$ cat config.mk
export PLATFORM = sky130hd
export DESIGN_NAME = multi_timer_scheduler_unit_flat
export DESIGN_NICKNAME = d
export VERILOG_FILES = /design/src/hdl/mts_pkg.sv /design/src/hdl/mts_in_if.sv /design/src/hdl/mts_out_if.sv /design/src/hdl/multi_timer_scheduler_unit.sv /design/src/hdl/mts_ctrl.sv /design/src/hdl/mts_dp.sv /design/src/flat_wrapper.sv
export SDC_FILE = /design/constraint.sdc
export NUM_CORES = 2
export LEC_CHECK = 0
export BUFFER_PORTS_ARGS = -buffer_cell sky130_fd_sc_hd__buf_4
export CAP_MARGIN = 20
export CELL_PAD_IN_SITES_DETAIL_PLACEMENT = 1
export CELL_PAD_IN_SITES_GLOBAL_PLACEMENT = 2
export CORE_MARGIN = 2
export CORE_UTILIZATION = 43
export CTS_CLUSTER_SIZE = 40
export DETAILED_ROUTE_END_ITERATION = 7
export PLACE_DENSITY_LB_ADDON = 0.1
export SYNTH_ARGS = -nofsm -noshare
export SYNTH_HDL_FRONTEND = slang
export SYNTH_HIERARCHICAL = 1
export SYNTH_SLANG_ARGS = --single-unit
$ cat constraint.sdc
create_clock -name clk -period 10.8 [get_ports clk]
set_input_delay 2.16 -clock clk [delete_from_list [all_inputs] [get_ports clk]]
set_output_delay 2.16 -clock clk [all_outputs]
set_load 0.01 [all_outputs]
$ cat src/hdl/mts_pkg.sv
// Shared types and constants for the multi-timer scheduler.
// No dependencies; imported by all modules and referenced by name in the interfaces.
package mts_pkg;

  localparam int TIMER_SLOTS  = 16;
  localparam int IDX_W        = (TIMER_SLOTS > 1) ? $clog2(TIMER_SLOTS) : 1;
  localparam int CLK_W        = 64;
  localparam int PERIOD_W     = 32;
  localparam int SLOT_W       = 4;
  localparam int FIRED_SLOT_W = 4;
  localparam int WAIT_W       = 16;
  localparam logic [WAIT_W-1:0] WAIT_CAP = WAIT_W'(60 * 1000);

  typedef enum logic [1:0] {
    OP_ADD    = 2'd0,
    OP_RESET  = 2'd1,
    OP_CANCEL = 2'd2,
    OP_TICK   = 2'd3
  } op_t;

  typedef enum logic [2:0] {
    ST_IDLE,
    ST_TICK,
    ST_UPDATE,
    ST_SCAN,
    ST_EMIT
  } state_t;

  typedef struct packed {
    logic             latch;
    logic             clk_inc;
    logic             op_upd;
    logic             scan;
    logic [IDX_W-1:0] scan_idx;
    logic             emit;
  } cmd_t;

  typedef struct packed {
    logic in_tick;
    logic emit_last;
    logic out_free;
  } status_t;

endpackage

$ cat src/hdl/mts_in_if.sv
// Input channel interface: valid/ready handshake with one command transaction.
// Depends on mts_pkg for field widths.
interface mts_in_if;
  logic                          valid;
  logic                          ready;
  logic [1:0]                    opcode;
  logic [mts_pkg::SLOT_W-1:0]    slot;
  logic [mts_pkg::PERIOD_W-1:0]  period_ms;
  logic                          periodic;

  modport source (output valid, output opcode, output slot, output period_ms,
                  output periodic, input ready);
  modport sink   (input valid, input opcode, input slot, input period_ms,
                  input periodic, output ready);
endinterface

$ cat src/hdl/mts_out_if.sv
// Result channel interface: valid/ready handshake with one result transaction.
// Depends on mts_pkg for field widths.
interface mts_out_if;
  logic                             valid;
  logic                             ready;
  logic                             fired;
  logic [mts_pkg::FIRED_SLOT_W-1:0] fired_slot;
  logic [mts_pkg::WAIT_W-1:0]       wait_ms;
  logic                             last;

  modport source (output valid, output fired, output fired_slot, output wait_ms,
                  output last, input ready);
  modport sink   (input valid, input fired, input fired_slot, input wait_ms,
                  input last, output ready);
endinterface

$ cat src/hdl/multi_timer_scheduler_unit.sv
// Multi-timer scheduler top level: 16 timer slots driven by a millisecond tick.
// Each input passes through update or clock tick, the 16-slot scan, then emit; a tick
// emits one result per fired slot, and no new input is accepted until the last result.
// The table scan takes one slot per cycle and also finds the earliest deadline.
// Reset (rst_n, synchronous, active low): clock to zero, all slots inactive, no result.
// Depends on mts_pkg, mts_in_if, mts_out_if, mts_ctrl and mts_dp.
module multi_timer_scheduler_unit (
  input logic       clk,
  input logic       rst_n,
  mts_in_if.sink    in_ch,
  mts_out_if.source out_ch
);
  import mts_pkg::*;

  cmd_t    cmd;
  status_t status;

  mts_ctrl u_ctrl (
    .clk      (clk),
    .rst_n    (rst_n),
    .in_valid (in_ch.valid),
    .in_ready (in_ch.ready),
    .status   (status),
    .cmd      (cmd)
  );

  mts_dp u_dp (
    .clk            (clk),
    .rst_n          (rst_n),
    .cmd            (cmd),
    .status         (status),
    .in_opcode      (in_ch.opcode),
    .in_slot        (in_ch.slot),
    .in_period_ms   (in_ch.period_ms),
    .in_periodic    (in_ch.periodic),
    .out_valid      (out_ch.valid),
    .out_ready      (out_ch.ready),
    .out_fired      (out_ch.fired),
    .out_fired_slot (out_ch.fired_slot),
    .out_wait_ms    (out_ch.wait_ms),
    .out_last       (out_ch.last)
  );

endmodule

$ cat src/hdl/mts_ctrl.sv
// Controller FSM: sequences accept, update or clock tick, slot scan and result emission.
// Depends on mts_pkg (state_t, cmd_t, status_t).
module mts_ctrl (
  input  logic             clk,
  input  logic             rst_n,
  input  logic             in_valid,
  output logic             in_ready,
  input  mts_pkg::status_t status,
  output mts_pkg::cmd_t    cmd
);
  import mts_pkg::*;

  localparam logic [IDX_W-1:0] LAST_IDX = IDX_W'(TIMER_SLOTS - 1);

  state_t           state_r, state_nxt;
  logic [IDX_W-1:0] idx_r, idx_nxt;

  always_ff @(posedge clk) begin
    if (!rst_n) begin
      state_r <= ST_IDLE;
      idx_r   <= '0;
    end else begin
      state_r <= state_nxt;
      idx_r   <= idx_nxt;
    end
  end

  always_comb begin
    state_nxt    = state_r;
    idx_nxt      = idx_r;
    cmd          = '0;
    cmd.scan_idx = idx_r;
    in_ready     = 1'b0;
    case (state_r)
      ST_IDLE: begin
        in_ready = 1'b1;
        if (in_valid) begin
          cmd.latch = 1'b1;
          state_nxt = status.in_tick ? ST_TICK : ST_UPDATE;
        end
      end
      ST_TICK: begin
        cmd.clk_inc = 1'b1;
        idx_nxt     = '0;
        state_nxt   = ST_SCAN;
      end
      ST_UPDATE: begin
        cmd.op_upd = 1'b1;
        idx_nxt    = '0;
        state_nxt  = ST_SCAN;
      end
      ST_SCAN: begin
        cmd.scan = 1'b1;
        if (idx_r == LAST_IDX) begin
          state_nxt = ST_EMIT;
        end else begin
          idx_nxt = IDX_W'(idx_r + 1'b1);
        end
      end
      ST_EMIT: begin
        if (status.out_free) begin
          cmd.emit = 1'b1;
          if (status.emit_last) begin
            state_nxt = ST_IDLE;
          end
        end
      end
      default: state_nxt = ST_IDLE;
    endcase
  end

endmodule

$ cat src/hdl/mts_dp.sv
// Datapath: millisecond clock, timer slot table, wait minimum and result register.
// Depends on mts_pkg; driven by mts_ctrl through cmd_t/status_t.
module mts_dp (
  input  logic                          clk,
  input  logic                          rst_n,
  input  mts_pkg::cmd_t                 cmd,
  output mts_pkg::status_t              status,
  input  logic [1:0]                    in_opcode,
  input  logic [mts_pkg::SLOT_W-1:0]    in_slot,
  input  logic [mts_pkg::PERIOD_W-1:0]  in_period_ms,
  input  logic                          in_periodic,
  output logic                          out_valid,
  input  logic                          out_ready,
  output logic                          out_fired,
  output logic [mts_pkg::FIRED_SLOT_W-1:0] out_fired_slot,
  output logic [mts_pkg::WAIT_W-1:0]    out_wait_ms,
  output logic                          out_last
);
  import mts_pkg::*;

  op_t                  op_r;
  logic [SLOT_W-1:0]    slot_r;
  logic [PERIOD_W-1:0]  pin_r;
  logic                 per_in_r;
  logic [CLK_W-1:0]     clock_r;
  logic [CLK_W-1:0]     deadline_r [TIMER_SLOTS];
  logic [PERIOD_W-1:0]  period_r   [TIMER_SLOTS];
  logic [TIMER_SLOTS-1:0] periodic_r, active_r, fmask_r;
  logic [WAIT_W-1:0]    wait_r;
  logic                 out_valid_r, out_fired_r, out_last_r;
  logic [FIRED_SLOT_W-1:0] out_slot_r;
  logic [WAIT_W-1:0]    out_wait_r;

  logic [IDX_W-1:0]     rd_idx, low_idx;
  logic                 slot_ok, rd_act, rd_per, due_le, fire, act_after;
  logic [CLK_W-1:0]     rd_deadline, sum, cand;
  logic [PERIOD_W-1:0]  rd_period, add_base;
  logic [CLK_W:0]       diff;
  logic [WAIT_W-1:0]    cand_cap, wait_nxt;
  logic [TIMER_SLOTS-1:0] fmask_rest;

  assign rd_idx      = cmd.scan ? cmd.scan_idx : IDX_W'(slot_r);
  assign slot_ok     = (32'(slot_r) < TIMER_SLOTS);
  assign rd_deadline = deadline_r[rd_idx];
  assign rd_period   = period_r[rd_idx];
  assign rd_per      = periodic_r[rd_idx];
  assign rd_act      = active_r[rd_idx];

  assign add_base = (op_r == OP_ADD) ? pin_r : rd_period;
  assign sum      = clock_r + CLK_W'(add_base);
  assign diff     = {1'b0, rd_deadline} - {1'b0, clock_r};
  assign due_le   = diff[CLK_W] || (diff[CLK_W-1:0] == '0);

  assign fire      = cmd.scan && (op_r == OP_TICK) && rd_act && due_le;
  assign act_after = rd_act && !(fire && !rd_per);
  assign cand      = fire ? CLK_W'(rd_period) : (due_le ? '0 : diff[CLK_W-1:0]);
  assign cand_cap  = (cand >= CLK_W'(WAIT_CAP)) ? WAIT_CAP : cand[WAIT_W-1:0];
  assign wait_nxt  = (act_after && (cand_cap < wait_r)) ? cand_cap : wait_r;

  always_comb begin
    low_idx = '0;
    for (int i = TIMER_SLOTS - 1; i >= 0; i--) begin
      if (fmask_r[i]) low_idx = IDX_W'(i);
    end
  end
  assign fmask_rest = fmask_r & (fmask_r - TIMER_SLOTS'(1));

  assign status.in_tick   = (in_opcode == OP_TICK);
  assign status.emit_last = (fmask_rest == '0);
  assign status.out_free  = !out_valid_r || out_ready;

  // control state
  always_ff @(posedge clk) begin
    if (!rst_n) begin
      clock_r     <= '0;
      active_r    <= '0;
      fmask_r     <= '0;
      wait_r      <= WAIT_CAP;
      out_valid_r <= 1'b0;
    end else begin
      if (cmd.latch) wait_r <= WAIT_CAP;
      if (cmd.clk_inc) clock_r <= clock_r + CLK_W'(1);
      if (cmd.op_upd && slot_ok) begin
        case (op_r)
          OP_ADD:    active_r[rd_idx] <= 1'b1;
          OP_CANCEL: active_r[rd_idx] <= 1'b0;
          default:   ;
        endcase
      end
      if (cmd.scan) begin
        wait_r <= wait_nxt;
        if (fire) begin
          fmask_r[rd_idx] <= 1'b1;
          if (!rd_per) active_r[rd_idx] <= 1'b0;
        end
      end
      if (cmd.emit) begin
        fmask_r     <= fmask_rest;
        out_valid_r <= 1'b1;
      end else if (out_ready) begin
        out_valid_r <= 1'b0;
      end
    end
  end

  // payload
  always_ff @(posedge clk) begin
    if (cmd.latch) begin
      op_r     <= op_t'(in_opcode);
      slot_r   <= in_slot;
      pin_r    <= in_period_ms;
      per_in_r <= in_periodic;
    end
    if (cmd.op_upd && slot_ok) begin
      case (op_r)
        OP_ADD: begin
          period_r[rd_idx]   <= pin_r;
          periodic_r[rd_idx] <= per_in_r;
          deadline_r[rd_idx] <= sum;
        end
        OP_RESET: if (rd_act) deadline_r[rd_idx] <= sum;
        default: ;
      endcase
    end
    if (fire && rd_per) deadline_r[rd_idx] <= sum;
    if (cmd.emit) begin
      out_fired_r <= (fmask_r != '0);
      out_slot_r  <= FIRED_SLOT_W'(low_idx);
      out_wait_r  <= wait_r;
      out_last_r  <= status.emit_last;
    end
  end

  assign out_valid      = out_valid_r;
  assign out_fired      = out_fired_r;
  assign out_fired_slot = out_slot_r;
  assign out_wait_ms    = out_wait_r;
  assign out_last       = out_last_r;

  a_mask_clear_on_accept: assert property (@(posedge clk) disable iff (!rst_n)
    cmd.latch |-> (fmask_r == '0))
    else $error("fired mask not empty at new transaction");

  a_wait_capped: assert property (@(posedge clk) disable iff (!rst_n)
    wait_r <= WAIT_CAP)
    else $error("wait minimum above cap");

  a_oneshot_disarm: assert property (@(posedge clk) disable iff (!rst_n)
    (fire && !rd_per) |=> !active_r[$past(rd_idx)])
    else $error("one-shot slot still active after firing");

endmodule

$ cat src/flat_wrapper.sv
// flat-port wrapper written by rule: the top's interface ports become plain ports
module multi_timer_scheduler_unit_flat import mts_pkg::*;
  (clk, rst_n, in_ch_valid, in_ch_opcode, in_ch_slot, in_ch_period_ms, in_ch_periodic, in_ch_ready, out_ch_valid, out_ch_fired, out_ch_fired_slot, out_ch_wait_ms, out_ch_last, out_ch_ready);
  mts_in_if in_ch_i ();
  mts_out_if out_ch_i ();
  input logic clk;
  input logic rst_n;
  input wire logic [$bits(in_ch_i.valid)-1:0] in_ch_valid;
  input wire logic [$bits(in_ch_i.opcode)-1:0] in_ch_opcode;
  input wire logic [$bits(in_ch_i.slot)-1:0] in_ch_slot;
  input wire logic [$bits(in_ch_i.period_ms)-1:0] in_ch_period_ms;
  input wire logic [$bits(in_ch_i.periodic)-1:0] in_ch_periodic;
  output wire logic [$bits(in_ch_i.ready)-1:0] in_ch_ready;
  output wire logic [$bits(out_ch_i.valid)-1:0] out_ch_valid;
  output wire logic [$bits(out_ch_i.fired)-1:0] out_ch_fired;
  output wire logic [$bits(out_ch_i.fired_slot)-1:0] out_ch_fired_slot;
  output wire logic [$bits(out_ch_i.wait_ms)-1:0] out_ch_wait_ms;
  output wire logic [$bits(out_ch_i.last)-1:0] out_ch_last;
  input wire logic [$bits(out_ch_i.ready)-1:0] out_ch_ready;
  assign in_ch_i.valid = in_ch_valid;
  assign in_ch_i.opcode = in_ch_opcode;
  assign in_ch_i.slot = in_ch_slot;
  assign in_ch_i.period_ms = in_ch_period_ms;
  assign in_ch_i.periodic = in_ch_periodic;
  assign in_ch_ready = in_ch_i.ready;
  assign out_ch_valid = out_ch_i.valid;
  assign out_ch_fired = out_ch_i.fired;
  assign out_ch_fired_slot = out_ch_i.fired_slot;
  assign out_ch_wait_ms = out_ch_i.wait_ms;
  assign out_ch_last = out_ch_i.last;
  assign out_ch_i.ready = out_ch_ready;
  multi_timer_scheduler_unit u_core (.clk(clk), .rst_n(rst_n), .in_ch(in_ch_i), .out_ch(out_ch_i));
endmodule
==> metrics.md <==
| Metric | Value |
|---|---|
| Antenna viol nets, final | 0 |
| FF+latch count, synth | 1,733 |
| Clk buf depth | 3 |
| Initial Util | 43.19% |
| Area of the multi-input gates | 23,240 um2 |
| Hold Slack | 0.4420 ns |
| Max VDD drop | 0.1781 mV |
| Max Clock Skew | 0.03578 ns |
| Setup TNS | 0 ns |
| Worst path bufs/invs | 6 |
| R2R setup slack | 0.54 ns |
| Flop pwr share | 41.0% |
| Async SR Flop Fraction | 0% |
| Worst path slowest cell | nor3b_1 |
| Clk pwr share | 31.9% |
| Die Y | 421.6 um |
| Comb pwr share | 27.1% |
| Final Max Tran Viols | 0 |
| Worst-Margin Slew | 1.155 ns |
| Full die area | 177,700 um2 |
| Leakage power | 28.88 nW |
| WS Path Type | reg2reg |
| Initial antenna violation count | 4 |
| Unrepaired setup endpoints after global routing | false |
| Post-layout min period | 10.26 ns |
| Drt drc | 0 |
| Largest cells by area after synthesis | edfxtp_1, mux4_2, dfxtp_1, nand2_1, ha_1 |
| Register area | 50,840 um2 |
| Num ports | 67 |
| Critical Path Source Type | flop |
| Net Sw Power | 0.006225 W |
| GR met1 Demand/Resource | 36.95% |
| Largest delay share family, worst path | compound AO/OA/AOI/OAI gates |
| Total number of vias | 44,030 |
| Final GP Congestion | 0.9087 |
| First-pass GRT wire length | 325,600 um |
| Instance count on the critical path | 39 |
| Routed length per placed instance | 30.33 um |
| CTS Root Cell | clkbuf_16 |
| Area share of the largest cell type after synthesis | 64.59% |
| Slew HR | 22.42% |
| Clk sinks | 1,733 |
| Critical path's most frequent cell | a21oi_1 |
| End point of the critical path | u_core/u_dp/wait_r[13] |
| CTS H-tree lvls | 4 |
| Fin. Hold Viols | 0 |
| Fin cells | 7,422 |
| Post-synth top area cell | edfxtp_1 |
| Cell Rows | 153 |
| Synth Instances | 4,743 |
| FMAX | 0.09746 GHz |
| Area Growth Syn to Fin | 14.06% |
| Mapped cell area | 74,990 um2 |
| Pint | 0.01319 W |
| Final setup margin | 0.5392 ns |
| Final #Nets | 5,104 |
| Syn_nets | 4,901 |
| Netlist cell types | 103 |
| Core area | 173,600 um2 |
| Post-synthesis sequential area ratio | 67.80% |
| Max Cap Violations | 0 |
| Worst slack, placed | 0.3659 ns |
| Hpwl dp | 135,700 um |
| Die Span X | 421.6 um |
| Setup crit end kind | flop |
| Worst path arrival time | 10.97 ns |
| Syn_area_per_cell | 15.81 um2 |
| Placed Cells | 7,057 |
| Reg2reg start | u_core/u_ctrl/state_r[2] |
| Worst-path maximum fanout | 58 |
| Crit-path max cell delay | 0.60 ns |
| Global routing usage on met3 | 2.836% |
| R2R depth | 39 |
| Clock Latency Late Sink | 0.85 ns |
| Fin crit share | 95.01% |
| Layout cell share with drive strength beyond 1 | 20.23% |
| Num CTS Buffers | 184 |
| Via count of the first global-routing pass | 45,560 |
| Ys flop type | edfxtp_1 |
| Status | finished, final reports clean |
| Fill count | 16,510 |
| Largest net degree at the start of global routing | 72 |
| CP Data Required Time | 11.51 ns |
| Final Setup Violations | 0 |
| Worst reg2reg endpoint | u_core/u_dp/wait_r[13] |
| DR pass1 iterations | 5 |
| HP Class | reg2reg |
| Post-Route WL | 225,100 um |
| Crit path from | u_core/u_ctrl/state_r[2] |
| Syn. warnings | 6 |
| Post-synth EDFFs | 1,613 |
| GRT Total Usage | 25.03% |
| Met2 GRT Util | 39.94% |
| Clk slew on worst S/H paths | 0.06 ns |
| GRT overflow | 0 |
| Via-to-Cell Ratio | 5.932 |
| Power Dens Cells | 227.0 nW/um2 |
| Switch share | 32.06% |
| CTS tree | done |
| Initial drt markers | 4,048 |
| GRT busiest layer | met2 |
| I/O Buffers | 66 |
## layer usage
| layer | share of wire (%) | routed length (um) |
|---|---|---|
| met3 | 4.7 | 10660 |
| met2 | 47 | 105400 |
| met1 | 46 | 104200 |
| met5 | 0 | 0 |
| met4 | 2.1 | 4822 |
## flip-flops by register name (all words and copies together) (netlist names), 32 cells and up
signal	flops
u_core/u_dp/pin_r	32
u_core/u_dp/period_r	512
u_core/u_dp/clock_r	64
u_core/u_dp/deadline_r	1024
## how the worst min path moves through the flow
| stage | from | depth (start not counted) | endpoint | slack [ns] |
|---|---|---|---|---|
| 6_report | u_core/u_dp/wait_r[12] | 0 | u_core/u_dp/out_wait_ms[12] | 0.44 |
| 5_1_grt | u_core/u_dp/wait_r[10] | 0 | u_core/u_dp/out_wait_ms[10] | 0.44 |
| 4_1_cts | u_core/u_dp/wait_r[12] | 0 | u_core/u_dp/out_wait_ms[12] | 0.43 |
| 3_5_place_dp | u_core/u_dp/wait_r[12] | 0 | u_core/u_dp/out_wait_ms[12] | 0.42 |
| 3_3_place_gp | u_core/u_dp/wait_r[10] | 0 | u_core/u_dp/out_wait_ms[10] | 0.43 |
| 2_1_floorplan | u_core/u_dp/wait_r[10] | 0 | u_core/u_dp/out_wait_ms[10] | 0.41 |
## cells in the final DEF (no fill, tap or decap), types with 13 or more instances in the layout
master     synthesis  layout
edfxtp_1        1613    1613
nand2_1          585     585
mux4_2           393     393
buf_4              7     204
clkbuf_16          0     186
nor2_1           191     157
a21oi_1          130     129
dfxtp_1          120     120
inv_1            119     119
and3_1           116     116
xnor2_1          122     115
ha_1             113     113
a31oi_1          115     112
o21ai_0           91      91
and2_1            89      88
nor3_1            71      69
nand3_1           61      61
o21a_1            61      61
nand4_1           60      60
clkbuf_1         137      49
a21o_1            42      42
mux2_2            40      36
clkinv_1           0      35
nor2_4             1      34
clkinv_2           0      31
buf_12             0      31
o21ai_1           24      24
nor4_1            24      22
a211oi_1          21      21
nor2b_1           21      21
xor2_1            22      21
or3_1             21      21
nand2b_1          17      17
bufinv_16          0      15
or2_2             13      13
o32ai_1           13      13
## timing repair
item                                    4_1_cts  5_1_grt
hold buffers                                  0        0
resized for setup                             0       12
endpoints found under the setup margin        0       16
setup buffers                                 0        8
## kinds of logic after synthesis
group,after synthesis,share of synthesized area (%)
AO/OA/AOI/OAI,638,5.691
XOR/XNOR,144,1.682
adder cells (fa/ha/maj),118,1.979
buffers and inverters,347,1.905
flip-flops,1733,67.80
multiplexers,446,12.59
AND/OR/NAND/NOR,1317,8.359
## per-stage QoR
stage,total power (W),util [%],area [um2]
floorplan,0.01133,-,74990
global placement,0.01321,45.63,79240
detailed placement,0.01323,45.67,79290
CTS,0.01944,49.05,85160
global route,0.02018,49.26,85530
finish,0.01941,49.26,85530
## power groups by stage
stage / sequential, W / clock [W] / combinational, W
floorplan: 0.00803 / 0 / 0.00329
global placement: 0.00808 / 0 / 0.00513
detailed placement: 0.00810 / 0 / 0.00513
CTS: 0.00795 / 0.00633 / 0.00516
global route: 0.00797 / 0.00656 / 0.00565
finish: 0.00795 / 0.00620 / 0.00526
## worst register-to-register path, delay by kind of cell, from the launching register on
| family | cells | cell delay (ns) |
|---|---|---|
| simple gates | 12 | 2.92 |
| buf+inv | 6 | 1.28 |
| mux | 1 | 0.57 |
| flops | 1 | 0.30 |
| compound gates | 17 | 4.06 |
| xor+xnor | 1 | 0.23 |
| fa+ha+maj | 2 | 0.79 |
## synthesized netlist by cell type (24+ instances only)
cell type  instances
o21ai_1           24
o21a_1            61
nor2_1           191
and3_1           116
and2_1            89
nand3_1           61
a21oi_1          130
buf_2             56
mux2_2            40
nand2_1          585
ha_1             113
a21o_1            42
dfxtp_1          120
o21ai_0           91
nor4_1            24
a31oi_1          115
inv_1            119
xnor2_1          122
edfxtp_1        1613
mux4_2           393
nor3_1            71
clkbuf_1         137
nand4_1           60
## cell type report
type / instances / share of cell area (%)
Clock inverter: 98 / 1.153
Timing Repair Buffer: 239 / 2.595
Sequential cell: 1733 / 59.44
Inverter: 120 / 0.5295
Antenna cell: 1 / 0.002926
Multi-Input combinational cell: 2668 / 27.18
Clock buffer: 238 / 5.705
Tap cell: 2325 / 3.401
No activity file was read; power rests on OpenSTA's default activity.
